`src/sv/lbcc_pkg.sv`:
```
`timescale 1ns / 1ps
`default_nettype none

package lbcc_pkg;

   localparam int COORD_BITS_DEF = 16;
   localparam int FRAC_BITS_DEF = 16;
   localparam int T_BITS = 40;

   typedef logic signed [T_BITS-1:0] tparam_type;

   typedef enum logic [1:0] {
      CLS_MISS   = 2'd0,
      CLS_CROSS  = 2'd1,
      CLS_INSIDE = 2'd2
   } seg_class_type;

   typedef enum logic [1:0] {
      REG_MIN_X = 2'd0,
      REG_MIN_Y = 2'd1,
      REG_MAX_X = 2'd2,
      REG_MAX_Y = 2'd3
   } csr_index_type;

endpackage

`default_nettype wire

```
`src/sv/lbcc_div.sv`:
```
`timescale 1ns / 1ps
`default_nettype none

// restoring divider, one quotient bit per stage, floor and clamp at the end
module lbcc_div import lbcc_pkg::*; #(
   parameter int COORD_BITS = COORD_BITS_DEF,
   parameter int FRAC_BITS = FRAC_BITS_DEF
) (
   input  wire logic                  clock,
   input  wire logic                  en,
   input  wire logic [COORD_BITS-1:0] num_mag,
   input  wire logic [COORD_BITS-1:0] den_mag,
   input  wire logic                  neg,
   output tparam_type                 quot
);

   localparam int N = COORD_BITS + FRAC_BITS;
   localparam logic signed [63:0] LIM_HI = (64'sd1 <<< (T_BITS - 1)) - 64'sd2;
   localparam logic signed [63:0] LIM_LO = 64'sd1 - (64'sd1 <<< (T_BITS - 1));

   logic [COORD_BITS-1:0] rem_ff [1:N];
   logic [COORD_BITS-1:0] den_ff [1:N];
   logic [N-1:0]          dvd_ff [1:N];
   logic [N-1:0]          q_ff   [1:N];
   logic                  neg_ff [1:N];
   tparam_type            quot_ff;

   for (genvar k = 0; k < N; k++) begin : g_step
      logic [COORD_BITS-1:0] rem_src, den_src;
      logic [N-1:0]          dvd_src, q_src;
      logic                  neg_src;
      logic [COORD_BITS:0]   rem_sh;
      logic [COORD_BITS+1:0] diff;

      if (k == 0) begin : g_first
         assign rem_src = '0;
         assign den_src = den_mag;
         assign dvd_src = {num_mag, {FRAC_BITS{1'b0}}};
         assign q_src   = '0;
         assign neg_src = neg;
      end else begin : g_next
         assign rem_src = rem_ff[k];
         assign den_src = den_ff[k];
         assign dvd_src = dvd_ff[k];
         assign q_src   = q_ff[k];
         assign neg_src = neg_ff[k];
      end

      assign rem_sh = {rem_src, dvd_src[N-1]};
      assign diff   = {1'b0, rem_sh} - {2'b00, den_src};

      always_ff @(posedge clock) begin
         if (en) begin
            rem_ff[k+1] <= diff[COORD_BITS+1] ? rem_sh[COORD_BITS-1:0]
                                               : diff[COORD_BITS-1:0];
            q_ff[k+1]   <= {q_src[N-2:0], ~diff[COORD_BITS+1]};
            dvd_ff[k+1] <= dvd_src << 1;
            den_ff[k+1] <= den_src;
            neg_ff[k+1] <= neg_src;
         end
      end
   end

   logic signed [63:0] q_val, f_val;

   // floor for a negative quotient: round the magnitude up
   always_comb begin
      q_val = signed'(64'(q_ff[N]));
      if (neg_ff[N]) begin
         f_val = -(q_val + 64'(rem_ff[N] != '0));
      end else begin
         f_val = q_val;
      end
      if (f_val > LIM_HI) begin
         f_val = LIM_HI;
      end else if (f_val < LIM_LO) begin
         f_val = LIM_LO;
      end
   end

   always_ff @(posedge clock) begin
      if (en) begin
         quot_ff <= f_val[T_BITS-1:0];
      end
   end

   assign quot = quot_ff;

endmodule

`default_nettype wire

```
`config.mk`:
```
export PLATFORM = sky130hd
export DESIGN_NAME = lbcc_div
export DESIGN_NICKNAME = d
export VERILOG_FILES = /design/src/sv/lbcc_pkg.sv /design/src/sv/lbcc_div.sv
export SDC_FILE = /design/constraint.sdc
export NUM_CORES = 2
export LEC_CHECK = 0
export CAP_MARGIN = 25
export CORE_MARGIN = 2
export CORE_UTILIZATION = 50
export CTS_BUF_LIST = sky130_fd_sc_hd__clkbuf_4 sky130_fd_sc_hd__clkbuf_8
export DETAILED_ROUTE_END_ITERATION = 10
export DONT_BUFFER_PORTS = 1
export SLEW_MARGIN = 10
export SYNTH_ARGS = -nofsm -noshare
export SYNTH_HDL_FRONTEND = slang
export SYNTH_SLANG_ARGS = --single-unit
```
`constraint.sdc`:
```
create_clock -name clock -period 8.8 [get_ports clock]
set_input_delay 1.76 -clock clock [delete_from_list [all_inputs] [get_ports clock]]
set_output_delay 1.76 -clock clock [all_outputs]
set_load 0.02 [all_outputs]
```
==> flow_summary.html <==
<table>
<tr><th>Metric</th><th>Value</th></tr>
<tr><th colspan="2">Hold path</th></tr>
<tr><td>Type of the tightest min-delay check</td><td>reg -&gt; reg</td></tr>
<tr><td>Worst min-delay path startpoint</td><td>q_ff[1][300]$_DFFE_PP_</td></tr>
<tr><td>Min-Delay Endpoint</td><td>q_ff[1][333]$_DFFE_PP_</td></tr>
<tr><td>Depth of the worst hold-timing path</td><td>0</td></tr>
<tr><th colspan="2">Critical path</th></tr>
<tr><td>CP max FO</td><td>169</td></tr>
<tr><td>Maximum single-stage delay on the critical path</td><td>0.54 ns</td></tr>
<tr><td>Required time of the critical path</td><td>9.37 ns</td></tr>
<tr><td>CP most frequent cell</td><td>sky130_fd_sc_hd__buf_16</td></tr>
<tr><td>Slowest cell on the critical path</td><td>sky130_fd_sc_hd__buf_16</td></tr>
<tr><td>Total buffers and inverters traversed by the critical path</td><td>6</td></tr>
<tr><td>Worst flop-to-flop path endpoint</td><td>rem_ff[2][19]$_DFFE_PP_</td></tr>
<tr><td>Cells along the critical path</td><td>buf_16 -&gt; buf_16 -&gt; buf_16 -&gt; buf_16 -&gt; buf_16 -&gt; buf_16</td></tr>
<tr><td>Crit path arrival time</td><td>5.25 ns</td></tr>
<tr><td>Origin of the critical flop-to-flop path</td><td>den_ff[0][65]$_DFFE_PP_</td></tr>
<tr><td>Reg2Reg Depth</td><td>10</td></tr>
<tr><td>Family of cells with the greatest summed delay on the critical path</td><td>buffers and inverters</td></tr>
<tr><td>Kind of end point of the critical path</td><td>flip-flop</td></tr>
<tr><td>Worst setup slack for register-to-register paths</td><td>4.62 ns</td></tr>
<tr><td>Class of the most critical setup path</td><td>in -&gt; reg</td></tr>
<tr><td>Startpoint Class</td><td>input pin</td></tr>
<tr><th colspan="2">Clock network</th></tr>
<tr><td>Hold buffers post-CTS</td><td>0</td></tr>
<tr><td>Source-to-sink clock delay at the later pin of the worst-skew pair</td><td>1.00 ns</td></tr>
<tr><td>Clock tree from TritonCTS</td><td>done</td></tr>
<tr><td>Number of buffers inserted during clock tree synthesis</td><td>311</td></tr>
<tr><td>Setup repair bufs after CTS</td><td>0</td></tr>
<tr><td>Number of buffers between clock root and the deepest sink</td><td>4</td></tr>
<tr><td># clock sinks</td><td>1,728</td></tr>
<tr><td>Number of levels in the clock H-tree</td><td>5</td></tr>
<tr><td>Cell at the root of the clock tree</td><td>sky130_fd_sc_hd__clkbuf_8</td></tr>
<tr><td>Post-cts sizing count</td><td>0</td></tr>
<tr><td>Clock-pin slew of the registers on the worst-case setup and hold paths</td><td>approximately 0.06 ns</td></tr>
<tr><th colspan="2">Timing</th></tr>
<tr><td>Relative slew margins</td><td>13.3%</td></tr>
<tr><td>Total negative slack</td><td>0 ns</td></tr>
<tr><td>Slew at the pin closest to its max-slew limit</td><td>roughly 1.3 ns</td></tr>
<tr><td>Number of setup violations in the final report</td><td>0</td></tr>
<tr><td>Setup repair after global routing missed its margin</td><td>false</td></tr>
<tr><td>Max-slew violation count</td><td>0</td></tr>
<tr><td>Number of endpoints with negative hold slack in the final report</td><td>0</td></tr>
<tr><td>Final cycle utilization of the critical path</td><td>about 53%</td></tr>
<tr><td>Worst hold slack</td><td>approximately 0.36 ns</td></tr>
<tr><td>Final Skew</td><td>0.0746 ns</td></tr>
<tr><td>Achievable Freq</td><td>0.214 GHz</td></tr>
<tr><td>Minimum clock period after layout</td><td>4.67 ns</td></tr>
<tr><th colspan="2">Die</th></tr>
<tr><td>Initial cell density of the core</td><td>50.3%</td></tr>
<tr><td>Row Count</td><td>149</td></tr>
<tr><td>Die Outline Area</td><td>169,000 um2</td></tr>
<tr><td>Core Region</td><td>165,000 um2</td></tr>
<tr><td>Chip width</td><td>411 um</td></tr>
<tr><td>Boundary Pins</td><td>75</td></tr>
<tr><td>Die H</td><td>411 um</td></tr>
<tr><th colspan="2">Logic synthesis</th></tr>
<tr><td>Sequential area share after synthesis</td><td>62.6%</td></tr>
<tr><td>Top FF cell, synth</td><td>sky130_fd_sc_hd__edfxtp_1</td></tr>
<tr><td>Count of flip-flops with a built-in enable after synthesis</td><td>~1,700</td></tr>
<tr><td>Gate Count Post-Synth</td><td>around 6,000</td></tr>
<tr><td>Post-synthesis instance area</td><td>82,900 um2</td></tr>
<tr><td>Top cells by area, synth</td><td>sky130_fd_sc_hd__edfxtp_1, sky130_fd_sc_hd__ha_1, sky130_fd_sc_hd__mux2_2</td></tr>
<tr><td>Average size of a mapped cell</td><td>roughly 14 um2</td></tr>
<tr><td>Async set-or-reset flop fraction in the synthesized netlist</td><td>0%</td></tr>
<tr><td>Number of distinct library cells after synthesis</td><td>83</td></tr>
<tr><td>Flops &amp; latches, synth</td><td>1,728</td></tr>
<tr><td>Library cell with the largest summed area after synthesis</td><td>sky130_fd_sc_hd__edfxtp_1</td></tr>
<tr><td>Number of warnings printed during yosys synthesis</td><td>0</td></tr>
<tr><td>Area share of the largest cell type after synthesis</td><td>between 60% and 70%</td></tr>
<tr><th colspan="2">Cells and area</th></tr>
<tr><td>Final instance area</td><td>about 91,000 um2</td></tr>
<tr><td>Ratio of cells with drive above 1 in the final layout</td><td>between 10% and 20%</td></tr>
<tr><td>Share of the core filled with cells</td><td>55.4%</td></tr>
<tr><td>Number of inserted filler cells in the final layout</td><td>13,500</td></tr>
<tr><td>Layout-stage area growth over the synthesis result</td><td>10.2%</td></tr>
<tr><td>Net total in the final layout</td><td>6,884</td></tr>
<tr><th colspan="2">Job</th></tr>
<tr><td>Number of maximum-capacitance violations</td><td>0</td></tr>
<tr><th colspan="2">Placement</th></tr>
<tr><td>Number of port buffers</td><td>0</td></tr>
<tr><td>Final weighted congestion in routability-driven placement</td><td>0.824</td></tr>
<tr><td>Cell Area, Placed</td><td>between 80,000 and 90,000 um2</td></tr>
<tr><td>Detailed Place HPWL</td><td>approximately 94,000 um</td></tr>
<tr><th colspan="2">Routing</th></tr>
<tr><td>Detailed-routing iteration count for the pre-antenna-repair pass</td><td>5</td></tr>
<tr><td>Post-route antenna net violation count</td><td>0</td></tr>
<tr><td>DRC</td><td>0</td></tr>
<tr><td>Final wirelength</td><td>142,000 um</td></tr>
<tr><td>Number of vias in the routed layout</td><td>between 40,000 and 50,000</td></tr>
<tr><td>Detailed-route wire length per cell</td><td>16.3 um</td></tr>
<tr><td>Via/cell ratio</td><td>5.34</td></tr>
<tr><td>Number of violations reported at the end of detailed-routing iteration 0</td><td>2,928</td></tr>
<tr><th colspan="2">Pwr</th></tr>
<tr><td>Proportion of power drawn by combinational gates</td><td>36.5%</td></tr>
<tr><td>Power Internal</td><td>between 20 and 25 mW</td></tr>
<tr><td>Max VDD drop</td><td>0.198 mV</td></tr>
<tr><td>Switching Share</td><td>31.6%</td></tr>
<tr><td>Switching pwr</td><td>9.66 mW</td></tr>
<tr><td>Power share of the sequential group</td><td>40.5%</td></tr>
<tr><td>Clock network fraction of total power</td><td>a little under a quarter</td></tr>
<tr><td>Leakage power of the design</td><td>35.3 nW</td></tr>
<tr><td>Power density cells</td><td>334 nW/um2</td></tr>
<tr><th colspan="2">Global routing</th></tr>
<tr><td>Antenna violations before repair</td><td>2</td></tr>
<tr><td>Overflow after GRT</td><td>0</td></tr>
<tr><td>Aggregate global-route resource usage</td><td>16.7%</td></tr>
<tr><td>Pin count of the biggest net entering global routing</td><td>between 200 and 300</td></tr>
<tr><td>Wire length of the first global-routing pass</td><td>233,000 um</td></tr>
<tr><td>Via count of the first global-routing pass</td><td>46,100</td></tr>
<tr><th colspan="2">Outcome</th></tr>
<tr><td>Outcome</td><td>complete, no violations</td></tr>
</table>
worst reg2reg max path: cells and delay by family, from the launching register on:
| family | cells | cell delay (ns) |
|---|---|---|
| buf+inv | 1 | 0.08 |
| fa+ha+maj | 1 | 0.22 |
| simple gates | 1 | 0.13 |
| mux | 1 | 0.43 |
| flops | 1 | 0.42 |
| compound gates | 6 | 2.66 |
metal layers:
layer,global-route usage (%),wire [um],vias up
met5,0,0,-
met4,6.23,4110,0
met3,3.11,5310,330
met2,25.7,64100,771
met1,23.7,68500,22300
li1,-,-,23100
Yosys cell counts (all sizes together), types with 8 or more instances:
cell and n:
a2111oi 18, a211o 21, a211oi 54, a21boi 15, a21o 66, a21oi 287
a31oi 31, a41o 10, and2 15, and3 41, buf 51, clkbuf 21
edfxtp 1728, fa 31, ha 518, inv 645, mux2 366, mux2i 76
nand2 217, nand2b 72, nand3 79, nand4 15, nor2 290, nor2b 113
nor3 115, nor4 29, o2111ai 12, o211ai 25, o21a 122, o21ai 272
o21bai 26, o22ai 13, o311a 23, o311ai 14, o31a 25, o31ai 42
o32ai 8, or2 14, or3 61, or4 18, xnor2 301, xor2 67
worst max-delay path by stage:
stage	start	endpoint	slack (ns)	cells after the start
final	en	quot[30]$_SDFFCE_PN1P_	4.13	6
after global routing	en	quot[0]$_SDFFCE_PN0P_	3.80	6
after CTS	en	quot[30]$_SDFFCE_PN1P_	3.73	6
after detailed placement	en	neg_ff[2][0]$_DFFE_PP_	2.64	6
after global placement	en	neg_ff[2][0]$_DFFE_PP_	2.83	5
after floorplan	den_mag[9]	rem_ff[0][16]$_DFFE_PP_	5.57	5
metrics by stage:
step | setup slack [ns] | power, mW | instances
2_1_floorplan | 5.57 | 21.2 | 6036
3_3_place_gp | 2.83 | 23.3 | 8171
3_5_place_dp | 2.64 | 23.6 | 8173
4_1_cts | 3.73 | 30.9 | 8688
5_1_grt | 3.80 | 32.7 | 8695
6_report | 4.13 | 30.5 | 8696
power groups by stage:
stage | Combinational, mW | Sequential [mW] | Clock [mW]
2_1_floorplan | 9.04 | 12.2 | 0
3_3_place_gp | 10.8 | 12.5 | 0
3_5_place_dp | 11.1 | 12.5 | 0
4_1_cts | 11.2 | 12.4 | 7.32
5_1_grt | 12.5 | 12.6 | 7.66
6_report | 11.1 | 12.4 | 7.03
flip-flops by register name (all words and copies together) (netlist names):
register,cells
neg_ff,32
dvd_ff,120
den_ff,496
rem_ff,512
quot,40
q_ff,528
cells in the final DEF (no fill, tap or decap), drive strengths merged, types with 31 or more instances in the layout:
cell,instances
edfxtp,1728
inv,648
ha,518
clkbuf,419
mux2,366
xnor2,301
nor2,290
a21oi,287
o21ai,272
nand2,217
o21a,122
nor3,115
nor2b,113
clkinv,86
nand3,79
mux2i,76
nand2b,72
xor2,67
a21o,66
or3,61
a211oi,54
o31ai,42
and3,41
a31oi,31
fa,31
cell families after synthesis:
logic type | Yosys count | share of synthesized area [%]
compound gates | 1124 | 9.01
xor+xnor | 368 | 3.89
fa+ha+maj | 549 | 8.57
buf+inv | 717 | 3.40
flops | 1728 | 62.6
mux | 442 | 5.89
other cells | 1 | 0.00453
simple gates | 1101 | 6.60
cell type report:
class                           instances  area [um2]  area share, %
Tap cell                             2189        2740           3.00
Timing Repair Buffer                   23         404          0.442
Clock inverter                         96         551          0.603
Clock buffer                          419        5130           5.62
Antenna cell                            5        12.5         0.0137
Sequential cell                      1728       51900           56.8
Multi-Input combinational cell       3591       28200           30.9
Inverter                              645        2420           2.65
No activity file was read; power rests on OpenSTA's default activity.
